--- config.mk ---
export PLATFORM = sky130hd
export DESIGN_NAME = stereo_crossfeed_fir_top
export DESIGN_NICKNAME = d
export VERILOG_FILES = /design/src/sv/scf_pkg.sv /design/src/sv/stereo_crossfeed_fir_top.sv /design/src/sv/scf_hist_mem.sv /design/src/sv/scf_mac.sv
export VERILOG_INCLUDE_DIRS = /design/src /design/src/sv
export SDC_FILE = /design/constraint.sdc
export NUM_CORES = 2
export LEC_CHECK = 0
export BUFFER_PORTS_ARGS = -buffer_cell sky130_fd_sc_hd__clkbuf_2
export CORE_MARGIN = 2
export CORE_UTILIZATION = 55
export CTS_CLUSTER_DIAMETER = 120
export DETAILED_ROUTE_END_ITERATION = 7
export PLACE_DENSITY = 0.71
export SLEW_MARGIN = 20
export SYNTH_ARGS = -nofsm -noshare
export SYNTH_HDL_FRONTEND = slang
export SYNTH_SLANG_ARGS = --single-unit
--- constraint.sdc ---
create_clock -name clock -period 9.4 [get_ports clock]
set_clock_uncertainty 0.1 [all_clocks]
set_input_delay 0.94 -clock clock [delete_from_list [all_inputs] [get_ports clock]]
set_output_delay 0.94 -clock clock [all_outputs]
set_load 0.01 [all_outputs]
--- src/sv/stereo_crossfeed_fir_top_macros.svh ---
// ---------------------------------------------------------------------------
// Stereo crossfeed FIR assertion macros
// Concurrent check wrappers that are compiled out for synthesis.
// ---------------------------------------------------------------------------
`ifndef STEREO_CROSSFEED_FIR_TOP_MACROS_SVH
`define STEREO_CROSSFEED_FIR_TOP_MACROS_SVH

`ifndef SYNTHESIS
// Antecedent implies consequent in the same cycle.
`define SCF_ASSERT_NOW(lbl, ante, cons, msg) \
   lbl: assert property (@(posedge clock) disable iff (reset) (ante) |-> (cons)) \
      else $error(msg);
// Antecedent implies consequent in the next cycle.
`define SCF_ASSERT_NEXT(lbl, ante, cons, msg) \
   lbl: assert property (@(posedge clock) disable iff (reset) (ante) |=> (cons)) \
      else $error(msg);
`else
`define SCF_ASSERT_NOW(lbl, ante, cons, msg)
`define SCF_ASSERT_NEXT(lbl, ante, cons, msg)
`endif

`endif

--- src/sv/scf_pkg.sv ---
// ---------------------------------------------------------------------------
// Stereo crossfeed FIR package
// Word types, coefficient table and saturation helpers.
// ---------------------------------------------------------------------------
package scf_pkg;

   localparam int TAP_COUNT = 32;
   localparam int TAP_W     = $clog2(TAP_COUNT);
   localparam int ACC_W     = 29;
   localparam int PROD_W    = 24;
   localparam int SHIFT     = 7;
   localparam int SHR_W     = ACC_W - SHIFT;

   typedef struct packed {
      logic signed [15:0] left_in;
      logic signed [15:0] right_in;
   } req_word_type;

   typedef struct packed {
      logic signed [15:0] left_out;
      logic signed [15:0] right_out;
   } rsp_word_type;

   typedef struct packed {
      logic signed [15:0] left;
      logic signed [15:0] right;
   } hist_pair_type;

   typedef struct packed {
      logic             clr;
      logic             vld;
      logic             phase;
      logic [TAP_W-1:0] tap;
   } mac_ctl_type;

   typedef struct packed {
      logic signed [ACC_W-1:0] l30;
      logic signed [ACC_W-1:0] l330;
      logic signed [ACC_W-1:0] r30;
      logic signed [ACC_W-1:0] r330;
   } acc_set_type;

   // Entry 2k is the 30-degree tap k, entry 2k+1 the 330-degree tap k.
   localparam logic signed [7:0] COEF_ROM [2*TAP_COUNT] = '{
        8'sd4,  -8'sd6,   8'sd4, -8'sd11,  -8'sd1,  -8'sd5,   8'sd3,   8'sd3,
       -8'sd2,   8'sd5,  -8'sd5,   8'sd0,   8'sd9,   8'sd1,   8'sd6,   8'sd3,
       -8'sd4,  -8'sd1,  -8'sd5,  -8'sd3,  -8'sd2,  -8'sd5,  -8'sd7,   8'sd1,
        8'sd6,  -8'sd7,  8'sd30, -8'sd29,  8'sd12,  -8'sd3, -8'sd11,   8'sd4,
       -8'sd3,   8'sd7, -8'sd20,  8'sd23,   8'sd2,   8'sd0,   8'sd1,  -8'sd6,
      -8'sd14,  -8'sd5,  8'sd15, -8'sd18,   8'sd6,   8'sd7,  8'sd15, -8'sd10,
      -8'sd14,  8'sd22,  -8'sd7,  -8'sd2,  -8'sd4,   8'sd9,   8'sd6, -8'sd12,
        8'sd6,  -8'sd6,   8'sd0, -8'sd11,   8'sd0,  -8'sd5,   8'sd4,   8'sd0
   };

   function automatic logic signed [7:0] coef(input logic [TAP_W-1:0] tap,
                                               input logic phase);
      return COEF_ROM[{tap, phase}];
   endfunction

   function automatic logic signed [15:0] sat16(input logic signed [SHR_W-1:0] v);
      logic signed [SHR_W-1:0] hi;
      logic signed [SHR_W-1:0] lo;
      hi = SHR_W'(32767);
      lo = -SHR_W'(32768);
      if (v > hi) begin
         return 16'sh7fff;
      end else if (v < lo) begin
         return 16'sh8000;
      end
      return v[15:0];
   endfunction

   // Arithmetic shift right (floor) then clip to int16.
   function automatic logic signed [15:0] fir_out(input logic signed [ACC_W-1:0] acc);
      logic signed [ACC_W-1:0] sh;
      sh = acc >>> SHIFT;
      return sat16(sh[SHR_W-1:0]);
   endfunction

   function automatic logic signed [15:0] cross_sum(input logic signed [15:0] a,
                                                    input logic signed [15:0] b);
      logic signed [SHR_W-1:0] s;
      s = SHR_W'(a) + SHR_W'(b);
      return sat16(s);
   endfunction

endpackage

--- src/sv/stereo_crossfeed_fir_top.sv ---
// ---------------------------------------------------------------------------
// Stereo crossfeed FIR top level
// Headphone crossfeed: each channel passes a 30-degree and a 330-degree
// 32-tap FIR over its past samples, and the cross sums form the output.
// ---------------------------------------------------------------------------
//
//   Channel  Ports                           Word
//   -------  ------------------------------  ---------------------------
//   input    req_valid, req_stall, req_data  left_in, right_in (s16)
//   output   rsp_valid, rsp_stall, rsp_data  left_out, right_out (s16)
//
// Each word is processed in order: 64 reads of the history memory (each tap
// is read twice, once per filter phase, with both channels multiplied side
// by side), a drain of the multiply pipeline (two pipeline stages, then a
// check that it is empty), and a final step that forms the outputs into the
// result register and writes the new samples back.
// Reset is synchronous and active high; it clears the history valid bits, so
// the history reads as zero until filled. A stalled result waits in the
// output register while the next word is taken and processed; only the
// final write-back cycle waits for the output register to free up.
//
module stereo_crossfeed_fir_top (
   input  logic                  clock,
   input  logic                  reset,
   input  logic                  req_valid,
   output logic                  req_stall,
   input  scf_pkg::req_word_type req_data,
   output logic                  rsp_valid,
   input  logic                  rsp_stall,
   output scf_pkg::rsp_word_type rsp_data
);
   import scf_pkg::*;

   `include "stereo_crossfeed_fir_top_macros.svh"

   // One-hot sequencer states.
   typedef enum logic [3:0] {
      S_IDLE   = 4'b0001,
      S_READ   = 4'b0010,
      S_DRAIN  = 4'b0100,
      S_FINISH = 4'b1000
   } state_type;

   localparam int CNT_W = TAP_W + 1;
   localparam logic [CNT_W-1:0] CNT_LAST = CNT_W'(2 * TAP_COUNT - 1);

   state_type           state_ff;
   state_type           state_in;
   logic [CNT_W-1:0]    cnt_ff;
   logic [CNT_W-1:0]    cnt_in;
   logic [TAP_W-1:0]    wp_ff;
   logic [TAP_W-1:0]    wp_in;
   hist_pair_type       sample_ff;
   mac_ctl_type         rd_ctl_ff;
   mac_ctl_type         mac_ctl;
   logic                rsp_valid_ff;
   logic                rsp_valid_in;
   rsp_word_type        rsp_data_ff;

   logic                accept;
   logic                rd_en;
   logic [TAP_W-1:0]    rd_addr;
   logic                out_load;
   logic                mac_busy;
   hist_pair_type       rd_data;
   acc_set_type         acc;
   rsp_word_type        result;
   logic signed [15:0]  l30;
   logic signed [15:0]  l330;
   logic signed [15:0]  r30;
   logic signed [15:0]  r330;

   // The input is refused whenever a word is in progress.
   assign req_stall = (state_ff != S_IDLE);
   assign accept    = req_valid && !req_stall;

   // Tap k of the history lives at the write pointer plus k, so the oldest
   // sample sits at the write pointer itself and is overwritten next.
   assign rd_en   = (state_ff == S_READ);
   assign rd_addr = wp_ff + cnt_ff[CNT_W-1:1];

   // The output register can take a new result when it is empty or when the
   // waiting result leaves at this edge.
   assign out_load = (state_ff == S_FINISH) && (!rsp_valid_ff || !rsp_stall);

   always_comb begin
      state_in = state_ff;
      cnt_in   = cnt_ff;
      wp_in    = wp_ff;
      case (state_ff)
         S_IDLE: begin
            if (accept) begin
               state_in = S_READ;
               cnt_in   = '0;
            end
         end
         S_READ: begin
            cnt_in = cnt_ff + CNT_W'(1);
            if (cnt_ff == CNT_LAST) begin
               state_in = S_DRAIN;
            end
         end
         S_DRAIN: begin
            // Wait until the last product has reached the accumulators.
            if (!rd_ctl_ff.vld && !mac_busy) begin
               state_in = S_FINISH;
            end
         end
         S_FINISH: begin
            if (out_load) begin
               wp_in    = wp_ff + TAP_W'(1);
               state_in = S_IDLE;
            end
         end
         default: begin
            state_in = S_IDLE;
         end
      endcase
   end

   always_ff @(posedge clock) begin
      if (reset) begin
         state_ff <= S_IDLE;
         cnt_ff   <= '0;
         wp_ff    <= '0;
      end else begin
         state_ff <= state_in;
         cnt_ff   <= cnt_in;
         wp_ff    <= wp_in;
      end
   end

   // The incoming samples are held until the history has been read in full.
   always_ff @(posedge clock) begin
      if (accept) begin
         sample_ff.left  <= req_data.left_in;
         sample_ff.right <= req_data.right_in;
      end
   end

   // Tap and phase travel with the read so that they meet the memory data.
   always_ff @(posedge clock) begin
      if (reset) begin
         rd_ctl_ff <= '0;
      end else begin
         rd_ctl_ff.clr   <= 1'b0;
         rd_ctl_ff.vld   <= rd_en;
         rd_ctl_ff.phase <= cnt_ff[0];
         rd_ctl_ff.tap   <= cnt_ff[CNT_W-1:1];
      end
   end

   always_comb begin
      mac_ctl     = rd_ctl_ff;
      mac_ctl.clr = accept;
   end

   scf_hist_mem u_hist_mem (
      .clock   (clock),
      .reset   (reset),
      .rd_en   (rd_en),
      .rd_addr (rd_addr),
      .wr_en   (out_load),
      .wr_addr (wp_ff),
      .wr_data (sample_ff),
      .rd_data (rd_data)
   );

   scf_mac u_mac (
      .clock   (clock),
      .reset   (reset),
      .ctl     (mac_ctl),
      .rd_data (rd_data),
      .busy    (mac_busy),
      .acc     (acc)
   );

   // Each dot product is floored by the shift and clipped, then the cross
   // sums are clipped again.
   assign l30  = fir_out(acc.l30);
   assign l330 = fir_out(acc.l330);
   assign r30  = fir_out(acc.r30);
   assign r330 = fir_out(acc.r330);

   assign result.left_out  = cross_sum(l330, r30);
   assign result.right_out = cross_sum(l30, r330);

   always_comb begin
      rsp_valid_in = rsp_valid_ff;
      if (out_load) begin
         rsp_valid_in = 1'b1;
      end else if (rsp_valid_ff && !rsp_stall) begin
         rsp_valid_in = 1'b0;
      end
   end

   always_ff @(posedge clock) begin
      if (reset) begin
         rsp_valid_ff <= 1'b0;
      end else begin
         rsp_valid_ff <= rsp_valid_in;
      end
   end

   always_ff @(posedge clock) begin
      if (out_load) begin
         rsp_data_ff <= result;
      end
   end

   assign rsp_valid = rsp_valid_ff;
   assign rsp_data  = rsp_data_ff;

   // A memory read in flight only exists while the history is being swept or drained.
   `SCF_ASSERT_NOW(a_read_in_sweep, rd_ctl_ff.vld, (state_ff == S_READ) || (state_ff == S_DRAIN), "memory data outside sweep")
   // The outputs are formed only once the multiply pipeline is empty.
   `SCF_ASSERT_NOW(a_finish_drained, state_ff == S_FINISH, !rd_ctl_ff.vld && !mac_busy, "finish with products in flight")
   // The last read of the sweep hands over to the drain.
   `SCF_ASSERT_NEXT(a_sweep_end, (state_ff == S_READ) && (cnt_ff == CNT_LAST), state_ff == S_DRAIN, "sweep did not end")

endmodule

--- src/sv/scf_hist_mem.sv ---
// ---------------------------------------------------------------------------
// Stereo crossfeed FIR history memory
// Circular sample store for both channels, with a registered read.
// ---------------------------------------------------------------------------
module scf_hist_mem (
   input  logic                        clock,
   input  logic                        reset,
   input  logic                        rd_en,
   input  logic [scf_pkg::TAP_W-1:0]   rd_addr,
   input  logic                        wr_en,
   input  logic [scf_pkg::TAP_W-1:0]   wr_addr,
   input  scf_pkg::hist_pair_type      wr_data,
   output scf_pkg::hist_pair_type      rd_data
);
   import scf_pkg::*;

   hist_pair_type             mem [TAP_COUNT];
   logic [TAP_COUNT-1:0]      vld_ff;
   logic [TAP_COUNT-1:0]      vld_in;
   hist_pair_type             rd_data_ff;
   logic                      rd_vld_ff;

   // Entries never written since reset read as zero.
   always_comb begin
      vld_in = vld_ff;
      if (wr_en) begin
         vld_in[wr_addr] = 1'b1;
      end
   end

   always_ff @(posedge clock) begin
      if (reset) begin
         vld_ff <= '0;
      end else begin
         vld_ff <= vld_in;
      end
   end

   always_ff @(posedge clock) begin
      if (wr_en) begin
         mem[wr_addr] <= wr_data;
      end
   end

   always_ff @(posedge clock) begin
      if (rd_en) begin
         rd_data_ff <= mem[rd_addr];
         rd_vld_ff  <= vld_ff[rd_addr];
      end
   end

   assign rd_data = rd_vld_ff ? rd_data_ff : '0;

endmodule

--- src/sv/scf_mac.sv ---
// ---------------------------------------------------------------------------
// Stereo crossfeed FIR multiply-accumulate unit
// Two registered multipliers feeding four dot-product accumulators.
// ---------------------------------------------------------------------------
module scf_mac (
   input  logic                   clock,
   input  logic                   reset,
   input  scf_pkg::mac_ctl_type   ctl,
   input  scf_pkg::hist_pair_type rd_data,
   output logic                   busy,
   output scf_pkg::acc_set_type   acc
);
   import scf_pkg::*;

   logic signed [PROD_W-1:0] prod_l_ff;
   logic signed [PROD_W-1:0] prod_r_ff;
   logic                     mul_vld_ff;
   logic                     mul_phase_ff;
   logic signed [7:0]        cf;
   acc_set_type              acc_ff;
   acc_set_type              acc_in;
   logic signed [ACC_W-1:0]  ext_l;
   logic signed [ACC_W-1:0]  ext_r;

   assign cf = coef(ctl.tap, ctl.phase);

   always_ff @(posedge clock) begin
      if (reset) begin
         mul_vld_ff <= 1'b0;
      end else begin
         mul_vld_ff <= ctl.vld;
      end
   end

   always_ff @(posedge clock) begin
      if (ctl.vld) begin
         prod_l_ff    <= rd_data.left * cf;
         prod_r_ff    <= rd_data.right * cf;
         mul_phase_ff <= ctl.phase;
      end
   end

   assign ext_l = ACC_W'(prod_l_ff);
   assign ext_r = ACC_W'(prod_r_ff);

   always_comb begin
      acc_in = acc_ff;
      if (ctl.clr) begin
         acc_in = '0;
      end else if (mul_vld_ff) begin
         if (mul_phase_ff) begin
            acc_in.l330 = acc_ff.l330 + ext_l;
            acc_in.r330 = acc_ff.r330 + ext_r;
         end else begin
            acc_in.l30 = acc_ff.l30 + ext_l;
            acc_in.r30 = acc_ff.r30 + ext_r;
         end
      end
   end

   always_ff @(posedge clock) begin
      acc_ff <= acc_in;
   end

   assign busy = mul_vld_ff;
   assign acc  = acc_ff;

endmodule

==> results.md <==
- Worst path max stage delay: 0.90 ns
- Initial Util: 0.555
- Total power: roughly 13 mW
- Unrepaired setup endpoints after global routing: no
- Global-route total usage across every layer: 0.266
- Met2 routed WL: approximately 80 mm
- CTS resizes: 0
- Leakage power: 26.7 nW
- WL final: 162 mm
- CTS tree: done
- Internal: between 9 and 10 mW
- CP max FO: 27
- Clk_lat worst skew: 0.78 ns
- DR top layer: met5
- Clock net sink count: 1,342
- Routed length on met1: 63.4 mm
- Detailed-route DRC error count: 0
- Asr flop ratio synth: 0
- CP top delay family: compound AO/OA/AOI/OAI gates
- Peak supply drop: roughly 250 µV
- Std cell rows: 127
- Main synth FF type: edfxtp_1
- CP Cell Sequence: clkinv_1, nand3_1, a21oi_1, a211oi_1, a21o_1, nand3_1, fa_1, fa_1, inv_1, fa_1, inv_1, fa_1, inv_1, ha_1, and2_1, a311oi_1, a21oi_1, a41o_1, o41ai_4, nor3_1, or3_1, a21oi_1, xnor2_1
- Seq/Total Area, Yosys: 0.580
- Overall die width: 352 µm
- H-tree lvl count: 4
- Distinct cell type count after synthesis: 89
- Final net count: 5,538
- Area Overhead vs Synth: 10.5%
- Synthesized area per cell: 13.4 µm²
- Final Hold Viols: 0
- Critical path class: flop to flop
- Wire per inst: between 20 and 25 µm
- Buffers and inverters on the worst path: 4
- Number of global-route vias before repair: 40,600
- Number of synthesized flops with an enable pin: 1,170
- First-pass GRT wire length: ~250 mm
- Die Span Y: 352 µm
- Sequential Power Share: 0.527
- Crit share post-route: 0.806
- Combinational share of power: 0.050
- Worst Tran Pin Value: 1.08 ns
- Synth Warn #: 0
- PortBufs: 69
- Syn_nets: 5,465
- Die Area: 124,000 µm²
- Post-CTS Repair Setup Buffers: 0
- Fin Setup TNS: 0 ns
- Antenna violations before repair: 7
- Critical path arrival: about 8 ns
- Maximum clock rate: 0.132 GHz
- Slew headroom: 0.282
- Utilization after layout: 0.613
- Power Density: 174 nW/µm²
- Initial DRT Pass Iterations: 5
- MaxCap Viol Count: 0
- Outcome: finished clean
- Starting DRT DRC Count: between 4,000 and 5,000
- Fraction of layout cells with a size suffix above 1: 0.138
- Crit path required time: between 9 and 10 ns
- Hold_buf cts: 0
- Slew Limit Fails: 0
- CTS Buffer Depth: 3
- Clk root buf: clkbuf_16
- Crit end category: flop
- Hold Crit Class: input pin to flop
- Post-synthesis cell area: ~67,000 µm²
- Congestion Overflow GR: 0
- Dpl ws: 1.93 ns
- Fin Hold WS: roughly 0.23 ns
- Dpl hpwl: 95.2 mm
- Clock Pin Slew Worst Setup and Hold Paths: 0.06 ns
- FF+latch area: 38,600 µm²
- # setup viols final: 0
- Vias: just over 40,000
- Fillers: 8,888
- Multi-input gate area: 26,200 µm²
- Worst setup SP type: flop
- NetSw: roughly 2.9 mW
- Met3 routed WL: 12.5 mm
- Clk pwr share: 0.423
- Drt via density: 6.04
- Post-route minimum period: roughly 7.6 ns
- CTS buffer count: between 100 and 150
- Final GP Congestion: 0.913
- Cells after synthesis: 4,970
- Worst setup slack after layout: about 1.8 ns
- Final ANT Viol Nets: 0
- Slowest CP cell: dfxtp_1
- Crit-path most repeated cell: fa_1
- Largest net degree at the start of global routing: 95
- Total core area: 120,000 µm²
- Boundary pin count: 70
- #FFs+latches synth: between 1,000 and 1,500
- Switching part of the total power: 0.224
metal layers:
layer | track usage | vias to the layer above
met4 | 0.116 | 6
li1 | - | 18400
met5 | 0 | -
met1 | 0.345 | 20300
met2 | 0.444 | 1822
met3 | 0.0468 | 387
layout by cell type (no fill, tap or decap), types with 12 or more instances in the layout:
master,instances
a211oi_1,39
a21o_1,92
a21oi_1,257
a31oi_1,16
and3_1,17
buf_4,73
clkbuf_1,33
clkbuf_16,142
clkbuf_2,68
clkinv_1,31
clkinv_2,19
dfxtp_1,171
edfxtp_1,1170
fa_1,208
ha_1,249
inv_1,344
mux4_2,265
nand2_1,574
nand2b_1,26
nand3_1,244
nand4_1,12
nor2_1,348
nor2_4,32
nor2b_1,18
nor3_1,32
o211ai_1,18
o21a_1,81
o21ai_0,152
o21bai_1,24
or2_2,18
or3_1,12
xnor2_1,106
xor2_1,45
stage by stage:
step	instance area, µm²	std cells
6_report	73600	6770
5_1_grt	73600	6769
4_1_cts	73600	6768
3_5_place_dp	69100	6516
3_3_place_gp	69100	6516
2_1_floorplan	66600	4970
worst register-to-register path, cell delays in order (launching register included):
cell	delay [ns]
dfxtp_1	0.90
clkinv_1	0.52
nand3_1	0.19
a21oi_1	0.09
a211oi_1	0.38
a21o_1	0.49
nand3_1	0.17
fa_1	0.43
fa_1	0.50
inv_1	0.06
fa_1	0.53
inv_1	0.05
fa_1	0.47
inv_1	0.04
ha_1	0.32
and2_1	0.17
a311oi_1	0.32
a21oi_1	0.15
a41o_1	0.31
o41ai_4	0.33
nor3_1	0.14
or3_1	0.37
a21oi_1	0.19
xnor2_1	0.09
synthesized netlist by cell type (all sizes together) (27+ instances only):
| master | instances | area, µm² |
|---|---|---|
| a211oi | 39 | 293 |
| xor2 | 47 | 412 |
| a21o | 94 | 708 |
| fa | 209 | 4180 |
| ha | 250 | 3130 |
| inv | 345 | 1290 |
| nand2 | 575 | 2160 |
| edfxtp | 1170 | 35100 |
| o21ai | 162 | 815 |
| a21oi | 264 | 1340 |
| buf | 55 | 251 |
| nand3 | 244 | 1220 |
| xnor2 | 109 | 955 |
| nor2 | 381 | 1430 |
| mux4 | 265 | 5970 |
| clkbuf | 156 | 586 |
| nand2b | 27 | 169 |
| o21a | 81 | 608 |
| nor3 | 34 | 186 |
| dfxtp | 172 | 3440 |
cell families after synthesis:
group	count (synthesis)	share of synthesized area
adders and majority gates	460	0.110
buffers and inverters	559	0.0322
xor gates and xnor gates	156	0.0205
muxes	276	0.0914
and+or+nand+nor	1383	0.0898
AOI/OAI and AO/OA	794	0.0766
DFF	1342	0.580
registers in the layout, indices dropped and copies added, names as in the netlist, 4 cells and up:
signal	count
state_ff	4
wp_ff	5
u_hist_mem.rd_data_ff	32
rsp_data	32
sample_ff	32
u_hist_mem.vld_ff	32
u_mac.prod_l_ff	24
u_mac.prod_r_ff	24
u_hist_mem.mem	1024
mac_ctl	7
cnt_ff	6
u_mac.acc	116
power by group through the flow:
stage / clock network [mW] / logic, mW / registers, mW
2_1_floorplan: 0 / 0.468 / 6.81
3_3_place_gp: 0 / 0.630 / 6.86
5_1_grt: 5.73 / 0.712 / 6.75
4_1_cts: 5.50 / 0.640 / 6.74
6_report: 5.42 / 0.639 / 6.74
3_5_place_dp: 0 / 0.635 / 6.87
cell type report:
type / count / area share
multi-input cells: 3069 / 0.356
repair buffers: 145 / 0.0130
diodes: 2 / 0.0000680
inverters: 348 / 0.0178
clock inverters: 74 / 0.0106
clock buffers: 178 / 0.0505
well taps: 1612 / 0.0274
flip-flops and latches: 1342 / 0.524
path summary, 6_finish.rpt:
check                              startpoint                  end  slack (ns)  cells past startpoint
worst max-delay path               mac_ctl[2]  u_mac.prod_r_ff[21]        1.83                     23
worst min-delay path              req_data[9]         sample_ff[9]        0.23                      1
worst max register to register     mac_ctl[2]  u_mac.prod_r_ff[21]        1.83                     23
worst min register to register  u_mac.acc[62]        u_mac.acc[62]        0.36                      2
No activity file was read; power rests on OpenSTA's default activity.
